===== config.mk =====
export PLATFORM = sky130hd
export DESIGN_NAME = core_count_hotplug_policy_flat
export DESIGN_NICKNAME = d
export VERILOG_FILES = /design/src/rtl/core/cchp_pkg.sv /design/src/rtl/core/cchp_req_if.sv /design/src/rtl/core/cchp_res_if.sv /design/src/rtl/core/core_count_hotplug_policy.sv /design/src/rtl/core/cchp_cfg_regs.sv /design/src/rtl/core/cchp_eval.sv /design/src/flat_wrapper.sv
export SDC_FILE = /design/constraint.sdc
export NUM_CORES = 1
export LEC_CHECK = 0
export BUFFER_PORTS_ARGS = -buffer_cell sky130_fd_sc_hd__buf_4
export CAP_MARGIN = 5
export CORE_UTILIZATION = 50
export DETAILED_ROUTE_END_ITERATION = 8
export HOLD_SLACK_MARGIN = 0.03
export PLACE_DENSITY_LB_ADDON = 0.05
export SYNTH_ARGS = -nofsm -noshare
export SYNTH_HDL_FRONTEND = slang
export SYNTH_SLANG_ARGS = --single-unit

===== constraint.sdc =====
create_clock -name clk -period 2.8 [get_ports clk]
set_input_delay 0.56 -clock clk [delete_from_list [all_inputs] [get_ports clk]]
set_output_delay 0.56 -clock clk [all_outputs]
set_load 0.005 [all_outputs]

===== src/rtl/core/cchp_pkg.sv =====
// Shared types and constants for the core-count hotplug policy block.
// Depends on nothing; every other file in rtl/core imports it.
`timescale 1ns / 1ps
`default_nettype none

package cchp_pkg;

	// Fixed-point format of the load sample
	localparam int LoadFracBits = 11;
	localparam int LoadW        = 16;

	// Threshold compare: thresholds are small integers scaled by a shift
	localparam int ThrW       = 5;
	localparam int CmpW       = (ThrW + LoadFracBits > LoadW) ? ThrW + LoadFracBits : LoadW;
	localparam int FullShift  = LoadFracBits - 3;
	localparam int EcoShift   = LoadFracBits - 1;
	localparam int FullLevels = 3;

	localparam logic [ThrW-1:0] FullThr [FullLevels] = '{5'd5, 5'd7, 5'd9};
	localparam logic [ThrW-1:0] EcoThr   = 5'd3;
	localparam logic [ThrW-1:0] FullHyst = 5'd8;
	localparam logic [ThrW-1:0] EcoHyst  = 5'd4;

	// Field widths
	localparam int ReqW     = 2;
	localparam int MaskW    = 4;
	localparam int TgtW     = 3;
	localparam int PersistW = 6;

	// Persistence reloads
	localparam logic [PersistW-1:0] PersistDual = 6'd50;
	localparam logic [PersistW-1:0] PersistTri  = 6'd40;
	localparam logic [PersistW-1:0] PersistQuad = 6'd30;

	// Request codes
	localparam logic [ReqW-1:0] ReqTick    = 2'd0;
	localparam logic [ReqW-1:0] ReqSuspend = 2'd1;
	localparam logic [ReqW-1:0] ReqResume  = 2'd2;

	// Configuration register indexes
	localparam int CfgIdxW = 1;
	localparam int CfgDataW = 1;
	localparam logic [CfgIdxW-1:0] CfgEnable = 1'd0;
	localparam logic [CfgIdxW-1:0] CfgEco    = 1'd1;

	typedef struct packed {
		logic enable;
		logic eco_mode;
	} cchp_cfg_t;

	typedef struct packed {
		logic [TgtW-1:0]     last_target;
		logic [PersistW-1:0] persist_left;
		logic                is_suspended;
	} cchp_state_t;

	typedef struct packed {
		logic [ReqW-1:0]  req_type;
		logic [LoadW-1:0] load_sample;
		logic [MaskW-1:0] online_mask;
	} cchp_req_t;

	typedef struct packed {
		logic [MaskW-1:0] up_mask;
		logic [MaskW-1:0] down_mask;
		logic [TgtW-1:0]  target_cores;
	} cchp_res_t;

endpackage

`default_nettype wire


===== src/rtl/core/cchp_req_if.sv =====
// Request channel: valid/ready handshake with the tick/suspend/resume payload.
// Depends on cchp_pkg.
`timescale 1ns / 1ps
`default_nettype none

interface cchp_req_if
	import cchp_pkg::*;
();
	logic                valid;
	logic                ready;
	logic [ReqW-1:0]     req_type;
	logic [LoadW-1:0]    load_sample;
	logic [MaskW-1:0]    online_mask;

	modport source (output valid, req_type, load_sample, online_mask, input ready);
	modport sink   (input valid, req_type, load_sample, online_mask, output ready);
endinterface

`default_nettype wire


===== src/rtl/core/cchp_res_if.sv =====
// Result channel: valid/ready handshake with the up/down request masks.
// Depends on cchp_pkg.
`timescale 1ns / 1ps
`default_nettype none

interface cchp_res_if
	import cchp_pkg::*;
();
	logic             valid;
	logic             ready;
	logic [MaskW-1:0] up_mask;
	logic [MaskW-1:0] down_mask;
	logic [TgtW-1:0]  target_cores;

	modport source (output valid, up_mask, down_mask, target_cores, input ready);
	modport sink   (input valid, up_mask, down_mask, target_cores, output ready);
endinterface

`default_nettype wire


===== src/rtl/core/core_count_hotplug_policy.sv =====
// Core-count hotplug policy: decides which of four cores to bring online or offline.
// Usage:
//   req  : sink channel, one beat per event (0 sample tick, 1 suspend, 2 resume)
//          with a load sample (11 fraction bits) and the current online-core mask.
//   res  : source channel, exactly one beat per request beat, in order, carrying
//          up_mask, down_mask and the computed target core count.
//   cfg  : write port for enable (index 0) and eco_mode (index 1); write only
//          while no request is in flight.
// Timing: a request accepted into the input register is evaluated there and its
//   result is registered in the result register, which drives res.
// Throughput: one request per cycle unless res stalls; the policy state (last target,
//   persistence count, suspend flag) is read and rewritten in the single evaluation
//   stage, so each beat sees the state its predecessor left.
// Reset: enable=1, eco_mode=0, state cleared, both stages empty.
// Stall: while res is not taken the result register holds; one further request
//   waits in the input register, after which req.ready drops.
// Depends on cchp_pkg, cchp_req_if, cchp_res_if, cchp_cfg_regs, cchp_eval.
`timescale 1ns / 1ps
`default_nettype none

module core_count_hotplug_policy
	import cchp_pkg::*;
(
	input  wire logic                clk,
	input  wire logic                arst_n,
	input  wire logic                cfg_we,
	input  wire logic [CfgIdxW-1:0]  cfg_index,
	input  wire logic [CfgDataW-1:0] cfg_wdata,
	cchp_req_if.sink                 req,
	cchp_res_if.source               res
);

	cchp_cfg_t   cfg;
	cchp_state_t state_q;
	cchp_state_t state_nxt;
	cchp_req_t   req_s1;
	logic        valid_s1;
	cchp_res_t   res_comb;
	cchp_res_t   res_s2;
	logic        valid_s2;
	logic        s2_free;
	logic        s1_adv;

	cchp_cfg_regs u_cfg (
		.clk       (clk),
		.arst_n    (arst_n),
		.cfg_we    (cfg_we),
		.cfg_index (cfg_index),
		.cfg_wdata (cfg_wdata),
		.cfg       (cfg)
	);

	cchp_eval u_eval (
		.cfg       (cfg),
		.state     (state_q),
		.req       (req_s1),
		.state_nxt (state_nxt),
		.res       (res_comb)
	);

	// Handshake control
	assign s2_free   = !valid_s2 || res.ready;
	assign s1_adv    = valid_s1 && s2_free;
	assign req.ready = !valid_s1 || s2_free;

	// Input stage: take a beat whenever the stage is free or draining
	always_ff @(posedge clk or negedge arst_n) begin
		if (!arst_n) begin
			valid_s1 <= 1'b0;
		end else if (req.ready) begin
			valid_s1 <= req.valid;
		end
	end

	always_ff @(posedge clk) begin
		if (req.ready && req.valid) begin
			req_s1.req_type    <= req.req_type;
			req_s1.load_sample <= req.load_sample;
			req_s1.online_mask <= req.online_mask;
		end
	end

	// Result stage: hold while the receiver stalls
	always_ff @(posedge clk or negedge arst_n) begin
		if (!arst_n) begin
			valid_s2 <= 1'b0;
		end else if (s2_free) begin
			valid_s2 <= valid_s1;
		end
	end

	always_ff @(posedge clk) begin
		if (s1_adv)
			res_s2 <= res_comb;
	end

	// Policy state advances as each beat leaves the evaluation stage
	always_ff @(posedge clk or negedge arst_n) begin
		if (!arst_n) begin
			state_q <= '0;
		end else if (s1_adv) begin
			state_q <= state_nxt;
		end
	end

	assign res.valid        = valid_s2;
	assign res.up_mask      = res_s2.up_mask;
	assign res.down_mask    = res_s2.down_mask;
	assign res.target_cores = res_s2.target_cores;

endmodule

`default_nettype wire


===== src/rtl/core/cchp_cfg_regs.sv =====
// Configuration registers: enable and eco_mode, written through a plain write port.
// Depends on cchp_pkg.
`timescale 1ns / 1ps
`default_nettype none

module cchp_cfg_regs
	import cchp_pkg::*;
(
	input  wire logic                clk,
	input  wire logic                arst_n,
	input  wire logic                cfg_we,
	input  wire logic [CfgIdxW-1:0]  cfg_index,
	input  wire logic [CfgDataW-1:0] cfg_wdata,
	output cchp_cfg_t                cfg
);

	cchp_cfg_t cfg_q;

	// Capture a write to the addressed register
	always_ff @(posedge clk or negedge arst_n) begin
		if (!arst_n) begin
			cfg_q.enable   <= 1'b1;
			cfg_q.eco_mode <= 1'b0;
		end else if (cfg_we) begin
			unique case (cfg_index)
				CfgEnable: cfg_q.enable   <= cfg_wdata[0];
				CfgEco:    cfg_q.eco_mode <= cfg_wdata[0];
				default: ;
			endcase
		end
	end

	assign cfg = cfg_q;

endmodule

`default_nettype wire


===== src/rtl/core/cchp_eval.sv =====
// Policy evaluation: picks the target core count and builds the up/down masks
// and the next policy state for one request. Purely combinational; depends on cchp_pkg.
`timescale 1ns / 1ps
`default_nettype none

module cchp_eval
	import cchp_pkg::*;
(
	input  wire cchp_cfg_t   cfg,
	input  wire cchp_state_t state,
	input  wire cchp_req_t   req,
	output cchp_state_t      state_nxt,
	output cchp_res_t        res
);

	logic [CmpW-1:0]       load_ext;
	logic [FullLevels-1:0] full_hit;
	logic [ThrW-1:0]       thr;
	logic                  eco_hit;
	logic [TgtW-1:0]       target;
	logic [2:0]            cnt;
	logic [PersistW-1:0]   persist_dec;
	logic [MaskW-1:0]      up;
	logic [MaskW-1:0]      down;

	// Compare the load against every threshold in parallel
	always_comb begin
		load_ext = CmpW'(req.load_sample);
		for (int i = 0; i < FullLevels; i++) begin
			thr = FullThr[i];
			if (state.last_target <= TgtW'(i + 1))
				thr = FullThr[i] + FullHyst;
			full_hit[i] = load_ext <= (CmpW'(thr) << FullShift);
		end
		thr = EcoThr;
		if (state.last_target <= TgtW'(1))
			thr = EcoThr + EcoHyst;
		eco_hit = load_ext <= (CmpW'(thr) << EcoShift);
	end

	// Lowest matching level wins
	always_comb begin
		if (cfg.eco_mode) begin
			target = eco_hit ? TgtW'(1) : TgtW'(2);
		end else begin
			priority if (full_hit[0]) target = TgtW'(1);
			else if (full_hit[1])     target = TgtW'(2);
			else if (full_hit[2])     target = TgtW'(3);
			else                      target = TgtW'(4);
		end
	end

	// Build masks and next state
	always_comb begin
		cnt         = 3'($countones(req.online_mask));
		persist_dec = (state.persist_left != '0) ? state.persist_left - 1'b1
		                                         : state.persist_left;
		up          = '0;
		down        = '0;
		state_nxt   = state;
		res.target_cores = '0;

		unique case (req.req_type)
			ReqTick: begin
				if (cfg.enable) begin
					res.target_cores       = target;
					state_nxt.last_target  = target;
					if (!state.is_suspended) begin
						unique case (target)
							TgtW'(1): begin
								state_nxt.persist_left = persist_dec;
								if (cnt == 3'd2 && persist_dec == '0)
									down[1] = 1'b1;
								if (cfg.eco_mode)
									down[3:2] = 2'b11;
							end
							TgtW'(2): begin
								state_nxt.persist_left = PersistDual;
								if (cnt == 3'd1)
									up[1] = 1'b1;
								else
									down[3:2] = 2'b11;
							end
							TgtW'(3): begin
								state_nxt.persist_left = PersistTri;
								if (cnt == 3'd2)
									up[2] = 1'b1;
								else
									down[3] = 1'b1;
							end
							default: begin
								state_nxt.persist_left = PersistQuad;
								if (cnt == 3'd3)
									up[3] = 1'b1;
							end
						endcase
					end
				end
			end
			ReqSuspend: begin
				state_nxt.is_suspended = 1'b1;
				down = 4'b1110;
			end
			ReqResume: begin
				state_nxt.persist_left = PersistDual;
				state_nxt.is_suspended = 1'b0;
				up = cfg.eco_mode ? 4'b0010 : 4'b1110;
			end
			default: ;
		endcase

		// Drop requests that would not change a core
		res.up_mask   = up & ~req.online_mask;
		res.down_mask = down & req.online_mask;
	end

endmodule

`default_nettype wire


===== src/flat_wrapper.sv =====
// flat-port wrapper written by rule: the top's interface ports become plain ports
module core_count_hotplug_policy_flat import cchp_pkg::*;
  (clk, arst_n, cfg_we, cfg_index, cfg_wdata, req_valid, req_req_type, req_load_sample, req_online_mask, req_ready, res_valid, res_up_mask, res_down_mask, res_target_cores, res_ready);
  cchp_req_if req_i ();
  cchp_res_if res_i ();
  input  wire logic clk;
  input  wire logic arst_n;
  input  wire logic cfg_we;
  input  wire logic [CfgIdxW-1:0] cfg_index;
  input  wire logic [CfgDataW-1:0] cfg_wdata;
  input wire logic [$bits(req_i.valid)-1:0] req_valid;
  input wire logic [$bits(req_i.req_type)-1:0] req_req_type;
  input wire logic [$bits(req_i.load_sample)-1:0] req_load_sample;
  input wire logic [$bits(req_i.online_mask)-1:0] req_online_mask;
  output wire logic [$bits(req_i.ready)-1:0] req_ready;
  output wire logic [$bits(res_i.valid)-1:0] res_valid;
  output wire logic [$bits(res_i.up_mask)-1:0] res_up_mask;
  output wire logic [$bits(res_i.down_mask)-1:0] res_down_mask;
  output wire logic [$bits(res_i.target_cores)-1:0] res_target_cores;
  input wire logic [$bits(res_i.ready)-1:0] res_ready;
  assign req_i.valid = req_valid;
  assign req_i.req_type = req_req_type;
  assign req_i.load_sample = req_load_sample;
  assign req_i.online_mask = req_online_mask;
  assign req_ready = req_i.ready;
  assign res_valid = res_i.valid;
  assign res_up_mask = res_i.up_mask;
  assign res_down_mask = res_i.down_mask;
  assign res_target_cores = res_i.target_cores;
  assign res_i.ready = res_ready;
  core_count_hotplug_policy u_core (.clk(clk), .arst_n(arst_n), .cfg_we(cfg_we), .cfg_index(cfg_index), .cfg_wdata(cfg_wdata), .req(req_i), .res(res_i));
endmodule

# --- Word level (Yosys, flattened, before mapping) ---
# Cells that the tools add are included.
word_totals:
  regBits: 47
  in_bits: 29
  output_inout_bits: 13
  word_cells: 93
classes:
  add_sub_neg: 4
  n_lt_le_gt_ge: 7
  n_eq_ne: 10
  muxes: 36
  n_bitwise: 4
  reduce_logical: 19
ops:
  columns: ["operator", "n"]
  rows:
  - ["<= comparator 16 x 12 -> 1 bit", 2]
  - ["<= comparator 16 x 13 -> 1 bit", 2]
  - ["2-to-1 mux 3 bit", 9]
  - ["2-to-1 mux 6 bit", 3]
  - ["one-hot mux 6 bit (3 select lines)", 1]
  - ["equality test 3 x 2 -> 1 bit (second input constant)", 4]
  - ["2-to-1 mux 4 bit", 3]
  - ["one-hot mux 3 bit (2 select lines)", 2]
  - ["one-hot mux 6 bit (2 select lines)", 1]
  - ["2-to-1 mux 1 bit", 10]
  - ["AND 4 bit", 2]
  - ["AND reduction 2 bit", 4]
  - ["equality test 3 x 1 -> 1 bit (second input constant)", 2]
  - ["<= comparator 3 x 2 -> 1 bit (second input constant)", 2]
  - ["logical NOT 6 bit", 1]
  - ["2-to-1 mux 2 bit", 3]
  - ["nonzero test 6 bit", 1]
  - ["subtractor 6 x 1 -> 6 bit (second input constant)", 1]
  - ["2-to-1 mux 5 bit", 1]
  - ["adder 1 x 1 -> 2 bit", 2]
  - ["NOT 4 bit", 1]
  - ["one-hot mux 1 bit (2 select lines)", 2]
  - ["AND reduction 4 bit", 1]
  - ["nonzero test 2 bit", 2]
  - ["other kinds (14)", 18]

# --- Longest topological paths before layout ---
depth:
  depth_word: 14
  depth_mapped: 9
  depth_no_buf: 9

# --- Hierarchy ---
# From an unflattened synthesis, not the netlist that was laid out.
hier_totals:
  cells_unflattened: 230
  hier_area_um2: 2658.8
by_module_without_submodules:
  columns: ["module", "instances", "cells_per_inst", "area_each_um2", "seq_area_each_um2"]
  rows:
  - ["core_count_hotplug_policy", 1, 63, 1500.2, 1291.2]
  - ["cchp_eval", 1, 161, 1071.0, 0.0]
  - ["cchp_cfg_regs", 1, 6, 87.6, 51.3]

# --- Worst setup path before layout ---
# OpenSTA, ideal clock, no wires.
synth_timing:
  path_kind: "reg2reg"
  startpoint: "reg u_core.req_s1[1] in the netlist's numbering"
  endpoint: "reg u_core.res_s2 (netlist bit u_core.res.down_mask[3]), data pin"
  setup_ns: 0.254
  t_arrival_ns: 2.456
  required_time_ns: 2.546
  setup_slack_ns: 0.089
  stages_incl_launch_ff: 10
  n_path_buf: 0
  synth_period_minus_slack_ns: 2.711
  cell_sequence: "edfxtp_1 -> fa_1 -> ha_1 -> ha_1 -> nor3b_1 -> nand2_1 -> nand2_1 -> a31oi_2 -> o311a_1 -> o21a_1"
synth_lines:
  columns: ["item", "line", "text"]
  rows:
  - ["from (decl)", "core_count_hotplug_policy.sv:36", "cchp_req_t req_s1;"]
  - ["to (signal assigned)", "core_count_hotplug_policy.sv:94", "res_s2 <= res_comb;"]
  - ["to (decl)", "core_count_hotplug_policy.sv:39", "cchp_res_t res_s2;"]

==> run_results.csv <==
group,metric,value,unit
run_status,outcome,"complete, no violations",
place,gp_congestion,0.825,
place,dp_slack,0.159,ns
logic_synthesis,synthMuxAreaShare,0.00973,
logic_synthesis,synth_area,2310,sq um
sta,timing.final.ws_setup,0.204,ns
hold_path,hp-class,"primary input to async pin",
final_layout,fin_nets,294,
flow_run,maxCapViolCount,0,
final_layout,stdcell_area,2770,sq um
critical_path,crit_path_frequent_cell,"ha_1",
final_layout,syn_to_final_growth,19.6,%
sta,fmax,0.385,GHz
clock_tree,cts.sinks,45,
clock_tree,clk_pin_slew_worst_paths,0.08,ns
drt,wire_per_inst,14.5,um
sta,post-route-min-period,2.60,ns
clock_tree,insertion_delay,0.30,ns
sta,hold_viol,0,
power,p_leak,1.12,nW
critical_path,worstPathRequired,2.86,ns
final_layout,layout_common_cells,"buf_4, edfxtp_1, nand2_1",
floorplan,fp.dieH,70.0,um
drt,first_pass_iters,4,
place,place.port_buffers,39,
grt,grt_pass1_wl,7560,um
sta,worst_slew_pin_slew,0.911,ns
place,dp_hpwl,3390,um
sta,finalSetupViolCount,0,
critical_path,worstSetupStartpoint,"u_core.req_s1[1]",
clock_tree,clockBufferDepth,2,
floorplan,die_x,70.0,um
final_layout,drive_gt1_frac,0.253,
clock_tree,clk_root_buffer_cell,"clkbuf_8",
grt,grt_usage,0.203,
logic_synthesis,synthArstFlopShare,0.311,
critical_path,max_stage_delay,0.48,ns
sta,rsz0062_at_grt,"no",
floorplan,boundaryPins,42,
drt,routed_wl,4430,um
critical_path,path_max_fanout,3,
power,ir_worst_vdd,352,uV
drt,ant_nets,0,
grt,grt_pass1_vias,1615,
sta,period_share,0.927,
sta,fin_skew,0.00479,ns
drt,vias_per_cell,5.60,
logic_synthesis,synth_top_family_by_area,"simple AND/OR/NAND/NOR gates",
critical_path,crit_arrival,2.66,ns
final_layout,diodes,0,
final_layout,multiInputGateArea,991,sq um
final_layout,regArea,1280,sq um
logic_synthesis,ys_ff_latch,45,
drt,drtIter0Drc,93,
logic_synthesis,synthAdderAreaFrac,0.0735,
sta,drv_slew,0,
place,dpl-instance-area,2680,sq um
drt,drc,0,
clock_tree,cts_buffers,5,
clock_tree,post_cts_buffers,0,
critical_path,crit_chain,"fa_1 > ha_1 > ha_1 > nor3b_2 > buf_4 > a31oi_2 > o311a_1 > o21a_1",
power,powerDensity,663,nW/um^2
grt,antenna_found_initial,0,
floorplan,start_util,0.524,
final_layout,post-route-util,0.627,
floorplan,fp.dieArea,4910,sq um
sta,hold_slack,0.0996,ns
critical_path,end_kind,"flip-flop",
logic_synthesis,synth_xor_area_frac,0.00378,
final_layout,fill_cells,375,
critical_path,startpoint_type,"flip-flop",
sta,relSlewSlack,0.393,
logic_synthesis,avgSynthCellArea,11.2,sq um
grt,grt_remaining_overflow,0,
sta,setup_tns,0,ns
logic_synthesis,synth-simple-area-share,0.215,
logic_synthesis,synth_enable_flop_cells,31,
grt,grt_max_degree,23,
logic_synthesis,yosysUniqueCellTypes,45,
drt,vias,1707,
final_layout,layout_commonest_cell,"buf_4",
floorplan,coreArea,4410,sq um
logic_synthesis,ys.flop_type,"edfxtp_1",
logic_synthesis,yosysWarnings,0,
floorplan,num_rows,24,
clock_tree,hold_buffers,0,
critical_path,crit_type,"flip-flop to flip-flop",
critical_path,r2r_start,"u_core.req_s1[1]",
logic_synthesis,synthCells,206,
logic_synthesis,synth_compound_area_frac,0.121,
logic_synthesis,yosysSeqAreaShare,0.554,
critical_path,crit_slowest_cell,"fa_1",
clock_tree,htreeDepth,2,
clock_tree,cts_tree,"yes",
==> area by class of cell <==
cell class,instances,area share
repair buffers,44,0.119
clock buffers,5,0.0249
inverters,5,0.00678
well taps,52,0.0235
multi-input cells,151,0.358
clock inverters,3,0.00452
flip-flops and latches,45,0.463
==> sequential cells by signal, indices dropped and copies added (netlist names) <==
signal and count:
u_core.req_s1 22, u_core.state_q 10, u_core.res.down_mask 3, u_core.res.target_cores 3, u_core.res.up_mask 3, u_core.u_cfg.cfg 2
u_core.res.valid 1, u_core.valid_s1 1
==> synth_stat cells (2+ instances only) <==
master     n  area, sq um
or2_2      4         25.0
clkbuf_1   3         11.3
o21ai_0    8         40.0
ha_1      12          150
or3_1      3         18.8
nand2b_1   9         56.3
and2_1     3         18.8
nor3_1    11         55.1
nor2b_1    6         37.5
nor2_1    12         45.0
dfrtp_1   13          325
nand4_1    3         18.8
nand2_1   22         82.6
o31a_1     2         17.5
inv_1      5         18.8
buf_4      2         15.0
a31oi_1    4         25.0
mux2_2     2         22.5
nor4_1     5         31.3
nand4b_1   2         17.5
nand3_1    3         15.0
o31ai_1    4         30.0
o21a_1     3         22.5
o211ai_1   2         15.0
or4_4      3         33.8
a21oi_1   11         55.1
edfxtp_1  31          931
==> stage by stage <==
step | instances | power (W)
3_3_place_gp | 297 | 0.00146
5_1_grt | 305 | 0.00197
6_report | 305 | 0.00184
2_1_floorplan | 207 | 0.00130
4_1_cts | 305 | 0.00185
3_5_place_dp | 297 | 0.00147
==> layer usage <==
metal  global-route usage  wire [um]  vias to the layer above
li1                     -          -                      859
met4                0.109        111                        0
met2                0.328       2180                       48
met5                    0          0                        -
met3               0.0303        167                       13
met1                0.263       1970                      787
==> report_power, final <==
part / internal [W] / switching [W]
sequential: 0.000818 / 0.0000890
clock: 0.000168 / 0.000210
combinational: 0.000255 / 0.000296
==> cells by family after synthesis <==
kind of cell / Yosys count
AO/OA/AOI/OAI: 42
XOR/XNOR: 1
adder cells (fa/ha/maj): 13
buffers and inverters: 11
flip-flops: 45
multiplexers: 2
other: 1
AND/OR/NAND/NOR: 91
==> worst paths after layout <==
| kind | slack [ns] | to | cells after the start |
|---|---|---|---|
| max in group asynchronous | 2.46 | u_core.u_cfg.cfg[1] | 1 |
| min reg2reg | 0.49 | u_core.state_q[0] | 2 |
| max reg2reg | 0.20 | u_core.res.down_mask[3] | 8 |
| max | 0.20 | u_core.res.down_mask[3] | 8 |
| min | 0.1 | u_core.state_q[4] | 1 |
| min in group clk | 0.43 | u_core.req_s1[2] | 1 |
==> what timing repair did <==
| item | CTS | global route |
|---|---|---|
| setup endpoints to repair | 0 | 1 |
| hold endpoints to repair | 0 | 0 |
| gates resized for setup | 0 | 1 |
==> critical path, delay by kind of cell, from the launching register on <==
kind,cells,cell delay [ns]
fa+ha+maj,3,0.98
compound gates,3,0.61
flops,1,0.42
simple gates,1,0.20
buf+inv,1,0.15
(Power assumes the default switching activity.)
